$ cat src/hdl/dclpfq_pkg.sv
// Shared types and constants for the dual click / long press fire qualifier.
// No dependencies.
package dclpfq_pkg;

   // Per-button state machine, one-hot
   typedef enum logic [3:0] {
      CH_RELEASED = 4'b0001,
      CH_PRESSING = 4'b0010,
      CH_PENDING  = 4'b0100,
      CH_LONG     = 4'b1000
   } chan_state_type;

   // Fire state codes on the result channel
   localparam logic [1:0] FIRE_RELEASED   = 2'd0;
   localparam logic [1:0] FIRE_PRESSING   = 2'd1;
   localparam logic [1:0] FIRE_SINGLE     = 2'd2;
   localparam logic [1:0] FIRE_CONTINUOUS = 2'd3;

   // Threshold register
   localparam int unsigned THRESHOLD_W = 22;
   localparam logic [THRESHOLD_W-1:0] THRESHOLD_RESET = 22'd150000;

   // Channel indexes
   localparam int unsigned NUM_CH = 2;
   localparam int unsigned CH_TRIGGER = 0;
   localparam int unsigned CH_MOUSE = 1;

endpackage

$ cat src/hdl/dual_click_long_press_fire_qualifier.sv
// Top level: trigger / mouse button click versus long press qualifier.
// Depends on dclpfq_pkg.
//
//   channel | ports                                   | direction
//   --------+-----------------------------------------+----------
//   req     | valid, ready, trigger/mouse level, now_us| in
//   rsp     | valid, ready, fire_state                | out
//   csr     | valid, ready, long_press_threshold_us   | in
//
// One item per cycle while the result register is free or being taken: both channel
// machines and the merge are combinational, from the state registers into the result register.
// req_ready is high while the result register is empty or being taken.
// A stalled result holds; no item is taken until it leaves.
// Synchronous reset: both buttons released, threshold 150000 us.
module dual_click_long_press_fire_qualifier (
   input  logic        clock,
   input  logic        reset,
   input  logic        req_valid,
   output logic        req_ready,
   input  logic        req_trigger_pressed,
   input  logic        req_mouse_pressed,
   input  logic [31:0] req_now_us,
   output logic        rsp_valid,
   input  logic        rsp_ready,
   output logic [1:0]  rsp_fire_state,
   input  logic        csr_valid,
   output logic        csr_ready,
   input  logic [dclpfq_pkg::THRESHOLD_W-1:0] csr_long_press_threshold_us
);

   dclpfq_pkg::chan_state_type state_ff [dclpfq_pkg::NUM_CH];
   dclpfq_pkg::chan_state_type step_st  [dclpfq_pkg::NUM_CH];
   dclpfq_pkg::chan_state_type state_in [dclpfq_pkg::NUM_CH];
   logic [31:0] start_ff [dclpfq_pkg::NUM_CH];
   logic [31:0] start_in [dclpfq_pkg::NUM_CH];
   logic [31:0] held_for [dclpfq_pkg::NUM_CH];
   logic        pressed  [dclpfq_pkg::NUM_CH];
   logic        is_long  [dclpfq_pkg::NUM_CH];
   logic [dclpfq_pkg::THRESHOLD_W-1:0] threshold_ff;
   logic        rsp_valid_ff;
   logic [1:0]  fire_ff;
   logic [1:0]  fire_in;
   logic        any_long;
   logic        any_single;
   logic        any_pressing;
   logic        req_xfer;

   assign req_ready = !rsp_valid_ff || rsp_ready;
   assign req_xfer  = req_valid && req_ready;
   assign csr_ready = 1'b1;
   assign rsp_valid = rsp_valid_ff;
   assign rsp_fire_state = fire_ff;

   assign pressed[dclpfq_pkg::CH_TRIGGER] = req_trigger_pressed;
   assign pressed[dclpfq_pkg::CH_MOUSE]   = req_mouse_pressed;

   // Per-button step: modular duration against threshold
   always_comb begin
      for (int ch = 0; ch < dclpfq_pkg::NUM_CH; ch++) begin
         held_for[ch] = req_now_us - start_ff[ch];
         is_long[ch]  = held_for[ch] >= {{(32-dclpfq_pkg::THRESHOLD_W){1'b0}}, threshold_ff};
         step_st[ch]  = state_ff[ch];
         start_in[ch] = start_ff[ch];
         case (state_ff[ch])
            dclpfq_pkg::CH_RELEASED: begin
               if (pressed[ch]) begin
                  step_st[ch]  = dclpfq_pkg::CH_PRESSING;
                  start_in[ch] = req_now_us;
               end
            end
            dclpfq_pkg::CH_PRESSING: begin
               if (!pressed[ch]) begin
                  step_st[ch] = is_long[ch] ? dclpfq_pkg::CH_LONG : dclpfq_pkg::CH_PENDING;
               end else if (is_long[ch]) begin
                  step_st[ch] = dclpfq_pkg::CH_LONG;
               end
            end
            dclpfq_pkg::CH_PENDING: begin
               step_st[ch] = dclpfq_pkg::CH_PENDING;
            end
            dclpfq_pkg::CH_LONG: begin
               if (!pressed[ch]) begin
                  step_st[ch] = dclpfq_pkg::CH_RELEASED;
               end
            end
            default: begin
               step_st[ch] = dclpfq_pkg::CH_RELEASED;
            end
         endcase
      end
   end

   // Merge: long hold wins, then pending singles are consumed, then pressing
   always_comb begin
      any_long     = 1'b0;
      any_single   = 1'b0;
      any_pressing = 1'b0;
      for (int ch = 0; ch < dclpfq_pkg::NUM_CH; ch++) begin
         any_long     = any_long || (step_st[ch] == dclpfq_pkg::CH_LONG);
         any_single   = any_single || (step_st[ch] == dclpfq_pkg::CH_PENDING);
         any_pressing = any_pressing || (step_st[ch] == dclpfq_pkg::CH_PRESSING);
      end
      for (int ch = 0; ch < dclpfq_pkg::NUM_CH; ch++) begin
         state_in[ch] = step_st[ch];
         if (!any_long && step_st[ch] == dclpfq_pkg::CH_PENDING) begin
            state_in[ch] = dclpfq_pkg::CH_RELEASED;
         end
      end
      if (any_long) begin
         fire_in = dclpfq_pkg::FIRE_CONTINUOUS;
      end else if (any_single) begin
         fire_in = dclpfq_pkg::FIRE_SINGLE;
      end else if (any_pressing) begin
         fire_in = dclpfq_pkg::FIRE_PRESSING;
      end else begin
         fire_in = dclpfq_pkg::FIRE_RELEASED;
      end
   end

   // Channel state and start times, updated on each input transfer
   always_ff @(posedge clock) begin
      if (reset) begin
         for (int ch = 0; ch < dclpfq_pkg::NUM_CH; ch++) begin
            state_ff[ch] <= dclpfq_pkg::CH_RELEASED;
            start_ff[ch] <= 32'd0;
         end
      end else if (req_xfer) begin
         for (int ch = 0; ch < dclpfq_pkg::NUM_CH; ch++) begin
            state_ff[ch] <= state_in[ch];
            start_ff[ch] <= start_in[ch];
         end
      end
   end

   // Threshold register
   always_ff @(posedge clock) begin
      if (reset) begin
         threshold_ff <= dclpfq_pkg::THRESHOLD_RESET;
      end else if (csr_valid && csr_ready) begin
         threshold_ff <= csr_long_press_threshold_us;
      end
   end

   // Result register
   always_ff @(posedge clock) begin
      if (reset) begin
         rsp_valid_ff <= 1'b0;
      end else if (req_xfer) begin
         rsp_valid_ff <= 1'b1;
      end else if (rsp_ready) begin
         rsp_valid_ff <= 1'b0;
      end
   end

   always_ff @(posedge clock) begin
      if (req_xfer) begin
         fire_ff <= fire_in;
      end
   end

`ifndef NO_ASSERTIONS
   // Continuous fire shown only while some button is in long hold
   a_cont_has_long: assert property (@(posedge clock) disable iff (reset)
      (rsp_valid_ff && fire_ff == dclpfq_pkg::FIRE_CONTINUOUS) |->
      (state_ff[0] == dclpfq_pkg::CH_LONG || state_ff[1] == dclpfq_pkg::CH_LONG))
      else $error("continuous fire without a long hold");

   // A pending single survives only behind a long hold on the other button
   a_pending_held_back: assert property (@(posedge clock) disable iff (reset)
      (state_ff[0] == dclpfq_pkg::CH_PENDING || state_ff[1] == dclpfq_pkg::CH_PENDING) |->
      (state_ff[0] == dclpfq_pkg::CH_LONG || state_ff[1] == dclpfq_pkg::CH_LONG))
      else $error("pending single not consumed");

   // A single shot always consumes every pending single
   a_single_consumed: assert property (@(posedge clock) disable iff (reset)
      (req_xfer && fire_in == dclpfq_pkg::FIRE_SINGLE) |=>
      (state_ff[0] != dclpfq_pkg::CH_PENDING && state_ff[1] != dclpfq_pkg::CH_PENDING))
      else $error("single shot left a pending single");
`endif

endmodule

$ cat config.mk
export PLATFORM = sky130hd
export DESIGN_NAME = dual_click_long_press_fire_qualifier
export DESIGN_NICKNAME = d
export VERILOG_FILES = /design/src/hdl/dclpfq_pkg.sv /design/src/hdl/dual_click_long_press_fire_qualifier.sv
export SDC_FILE = /design/constraint.sdc
export NUM_CORES = 1
export LEC_CHECK = 0
export BUFFER_PORTS_ARGS = -buffer_cell sky130_fd_sc_hd__buf_4
export CORE_ASPECT_RATIO = 1.25
export CORE_MARGIN = 1.5
export CORE_UTILIZATION = 55
export DETAILED_ROUTE_END_ITERATION = 7
export GPL_ROUTABILITY_DRIVEN = 0
export PLACE_DENSITY = 0.85
export SLEW_MARGIN = 20
export SYNTH_ARGS = -nofsm -noshare
export SYNTH_HDL_FRONTEND = slang
export SYNTH_SLANG_ARGS = --single-unit
$ cat constraint.sdc
create_clock -name clock -period 6.06 [get_ports clock]
set_input_delay 0.606 -clock clock [delete_from_list [all_inputs] [get_ports clock]]
set_output_delay 0.606 -clock clock [all_outputs]
set_load 0.02 [all_outputs]
==> impl_results.md <==
- Share of the synthesized area in the top cell type: approximately 27%
- Sw frac: between 30 and 40%
- Pwr Density: roughly 240 nW/um^2
- Die area: around 16000 um^2
- CP top delay family: compound AO/OA/AOI/OAI gates
- Final setup margin: 0.703 ns
- Dpl hpwl: ~17 mm
- Sink Count: a little under 100
- Post-CTS Setup Bufs: 0
- Worst path depth: 20
- Synth warn: 0
- Setup WS pre-CTS: about 0.48 ns
- Async set-reset flop share out of synthesis: 0%
- H-tree Lvls: 3
- Leak Pwr: 4.04 nW
- Critical path class: primary input to register
- Max Clock Skew: 0.00860 ns
- Via count: between 7000 and 8000
- Crit end category: register
- Antenna-violating nets left: 0
- Nets: 1167
- Gr usage total: 26.4%
- Max-cap violations: 0
- Routed WL: a little over 20 mm
- Skew-Pair Late Insertion Delay: 0.35 ns
- Antenna diodes: 0
- Synth area leader: edfxtp_1
- Grt ovf: 0
- DRC viols: 0
- Synthesized net count: about 1100
- Worst Path Buf+Inv: 1
- Worst Reg-to-Reg Cells: 20
- Post-synth top cells: ha_1 (106), inv_1 (101), nand2_1 (86)
- Worst hold path type: primary input to register
- Switching pwr: 758 uW
- Initial core utilization: 56.9%
- Largest net degree at the start of global routing: 35
- Post-CTS Hold Fix Bufs: 0
- Iteration-0 DRC Markers: ~600
- Fmax: ~190 MHz
- Share of cells above drive strength 1: between 10 and 15%
- Grt met3 use: under 10%
- Antenna violations before repair: 0
- CP max stage cell: a2111oi_2
- CTS tree: yes
- Mean routed wirelength per cell: 17.5 um
- DP Cell Count: between 1000 and 1500
- Crit path largest cell delay: 0.60 ns
- Final period util: around nine tenths
- Flops & latches, synth: 97
- Crit Path Max Fanout: 5
- GRT met2 Usage: between 40% and 50%
- Worst-path clk slew: approximately 0.070 ns
- Most common cell in the netlist: ha_1
- Most used DFF post-synth: edfxtp_1
- Comb power frac: between 30% and 40%
- Max clock buf depth: 2
- Core area: approximately 15000 um^2
- First-pass GRT wire length: 33.5 mm
- Critical Path AT: roughly 5.5 ns
- Synth area leaders: edfxtp_1 (27%), ha_1 (16%), dfxtp_1 (5.6%)
- Area Growth Syn to Fin: 12.4%
- Worst slew margin: 24.6%
- Synthesized instance count: 938
- Min Hold Slack: a little under 0.5 ns
- Die H: 140 um
- Status: finished, final reports clean
- Post-cts sizing count: 0
- Number of iterations in the first detailed-routing pass: 5
- Met1 global-route usage: approximately 33%
- Worst-Margin Slew: 1.10 ns
- CTS root buf: clkbuf_16
- Site Rows: 49
- Fin Setup TNS: 0 ns
- Die width: around 110 um
- Synthesized area per cell: 8.82 um^2
- GRT busiest layer: met2
- Port buffer count: 64
- Number of enable flip-flop cells after synthesis: 74
- Final min period: between 5 and 6 ns
- Cell area after technology mapping: 8270 um^2
- CP Cell Sequence: buf_4, ha_1, nor2b_1, o2111ai_1, a2111oi_2, nor2_1, nand2_1, a31oi_1, xnor2_1, ha_1, a21o_1, a21o_1, a221oi_1, o211ai_1, a221oi_1, o2111ai_1, or4_4, or4b_4, o21ai_0, o31ai_1
- RSZ-0062 raised after global routing: false
- Clk network pwr share: between 20% and 30%
- Sequential cell area fraction in the yosys report: about a third
- Fin. max-slew vios: 0
- Via count of the first global-routing pass: a little over 7000
- Hold violation count in the final report: 0
- Peak VDD IR: approximately 140 uV
- Crit path required time: 6.15 ns
- # setup viols final: 0
- Synth cell types: 74
- Sequential power share: 35.3%
- Internal cell power: between 1 and 1.5 mW
- Worst hold stages: 3
- IO Count: 66
- Post-DR vias/cell: 6.23
- Final Non-Filler Cells: approximately 1200
- Critical Path Source Type: primary input
- Num CTS Buffers: 9
[placed cells by master (no fill, tap or decap), types with 3 or more instances in the layout]
master,count
nand2_1,86
clkbuf_1,3
nand4_1,18
o21bai_1,7
or3_1,7
nor2b_1,9
mux2i_1,15
nor3_1,17
dfxtp_1,23
xor2_1,26
o21a_1,15
and3_1,5
o31a_1,3
o21ai_1,3
o2111ai_1,4
buf_4,68
inv_1,101
nand2b_1,5
xnor2_1,29
o21ai_0,46
edfxtp_1,74
o31ai_1,5
a2111oi_0,4
ha_1,106
nor4b_1,4
a211oi_1,8
and2_1,34
a21oi_1,79
nor2_1,67
a21o_1,23
a31oi_1,9
o211ai_1,15
nand3_1,13
a221oi_1,6
clkbuf_16,10
[worst register-to-register path: stages, from the launching register on]
cell	delay [ns]
edfxtp_1	0.32
inv_1	0.07
ha_1	0.27
nor2b_1	0.17
o2111ai_1	0.23
a2111oi_2	0.60
nor2_1	0.10
nand2_1	0.14
a31oi_1	0.13
xnor2_1	0.15
ha_1	0.30
a21o_1	0.19
a21o_1	0.18
a221oi_1	0.25
o211ai_1	0.18
a221oi_1	0.33
o2111ai_1	0.18
or4_4	0.54
or4b_4	0.51
o21ai_0	0.14
o31ai_1	0.13
[area by class of cell]
class | instances | area, um^2
fill | 1185 | 5230
multi-input combinational | 719 | 5150
sequential | 97 | 2680
timing repair buffer | 70 | 566
inverter | 101 | 379
clock buffer | 14 | 267
tap | 178 | 223
clock inverter | 2 | 36.3
[registers in the layout, indices dropped and copies added, names as in the netlist]
register        flops
start_ff           64
rsp_valid           1
rsp_fire_state      2
threshold_ff       22
state_ff            8
[through the flow]
step	utilization, %	instance area, um^2	power, mW
6_report	64.0	9300	2.22
5_1_grt	64.0	9300	2.34
4_1_cts	64.0	9300	2.20
3_5_place_dp	61.9	9000	1.61
3_3_place_gp	61.6	8940	1.58
2_1_floorplan	-	8270	1.39
[final timing paths]
| kind | startpoint | endpoint | slack (ns) |
|---|---|---|---|
| worst max-delay path | req_now_us[1] | rsp_fire_state[0] | 0.70 |
| worst min-delay path | csr_long_press_threshold_us[6] | threshold_ff[6] | 0.48 |
| worst max register to register | start_ff[0][33] | rsp_fire_state[0] | 0.71 |
| worst min register to register | threshold_ff[2] | threshold_ff[2] | 0.50 |
[power groups by stage]
stage / Sequential [mW] / Clock (mW) / Combinational (mW)
2_1_floorplan: 0.795 / 0 / 0.596
3_3_place_gp: 0.795 / 0 / 0.789
3_5_place_dp: 0.797 / 0 / 0.817
4_1_cts: 0.782 / 0.593 / 0.828
5_1_grt: 0.787 / 0.618 / 0.933
6_report: 0.782 / 0.591 / 0.845
[routing by layer]
| metal | wire [um] | vias up |
|---|---|---|
| met3 | 1320 | 65 |
| met2 | 9990 | 322 |
| li1 | - | 3523 |
| met1 | 8600 | 3451 |
| met5 | 0 | - |
| met4 | 804 | 0 |
[logic make-up (layout without fill, tap and decap cells)]
family	after synthesis	in the layout	synth area share, %
other cells	1	1	0.0453
simple gates	283	283	17.2
compound gates	257	257	20.6
fa+ha+maj	108	108	16.5
mux	15	15	1.81
xor+xnor	55	55	5.82
flops	97	97	32.4
buf+inv	122	187	5.64
No activity file was read; power rests on OpenSTA's default activity.
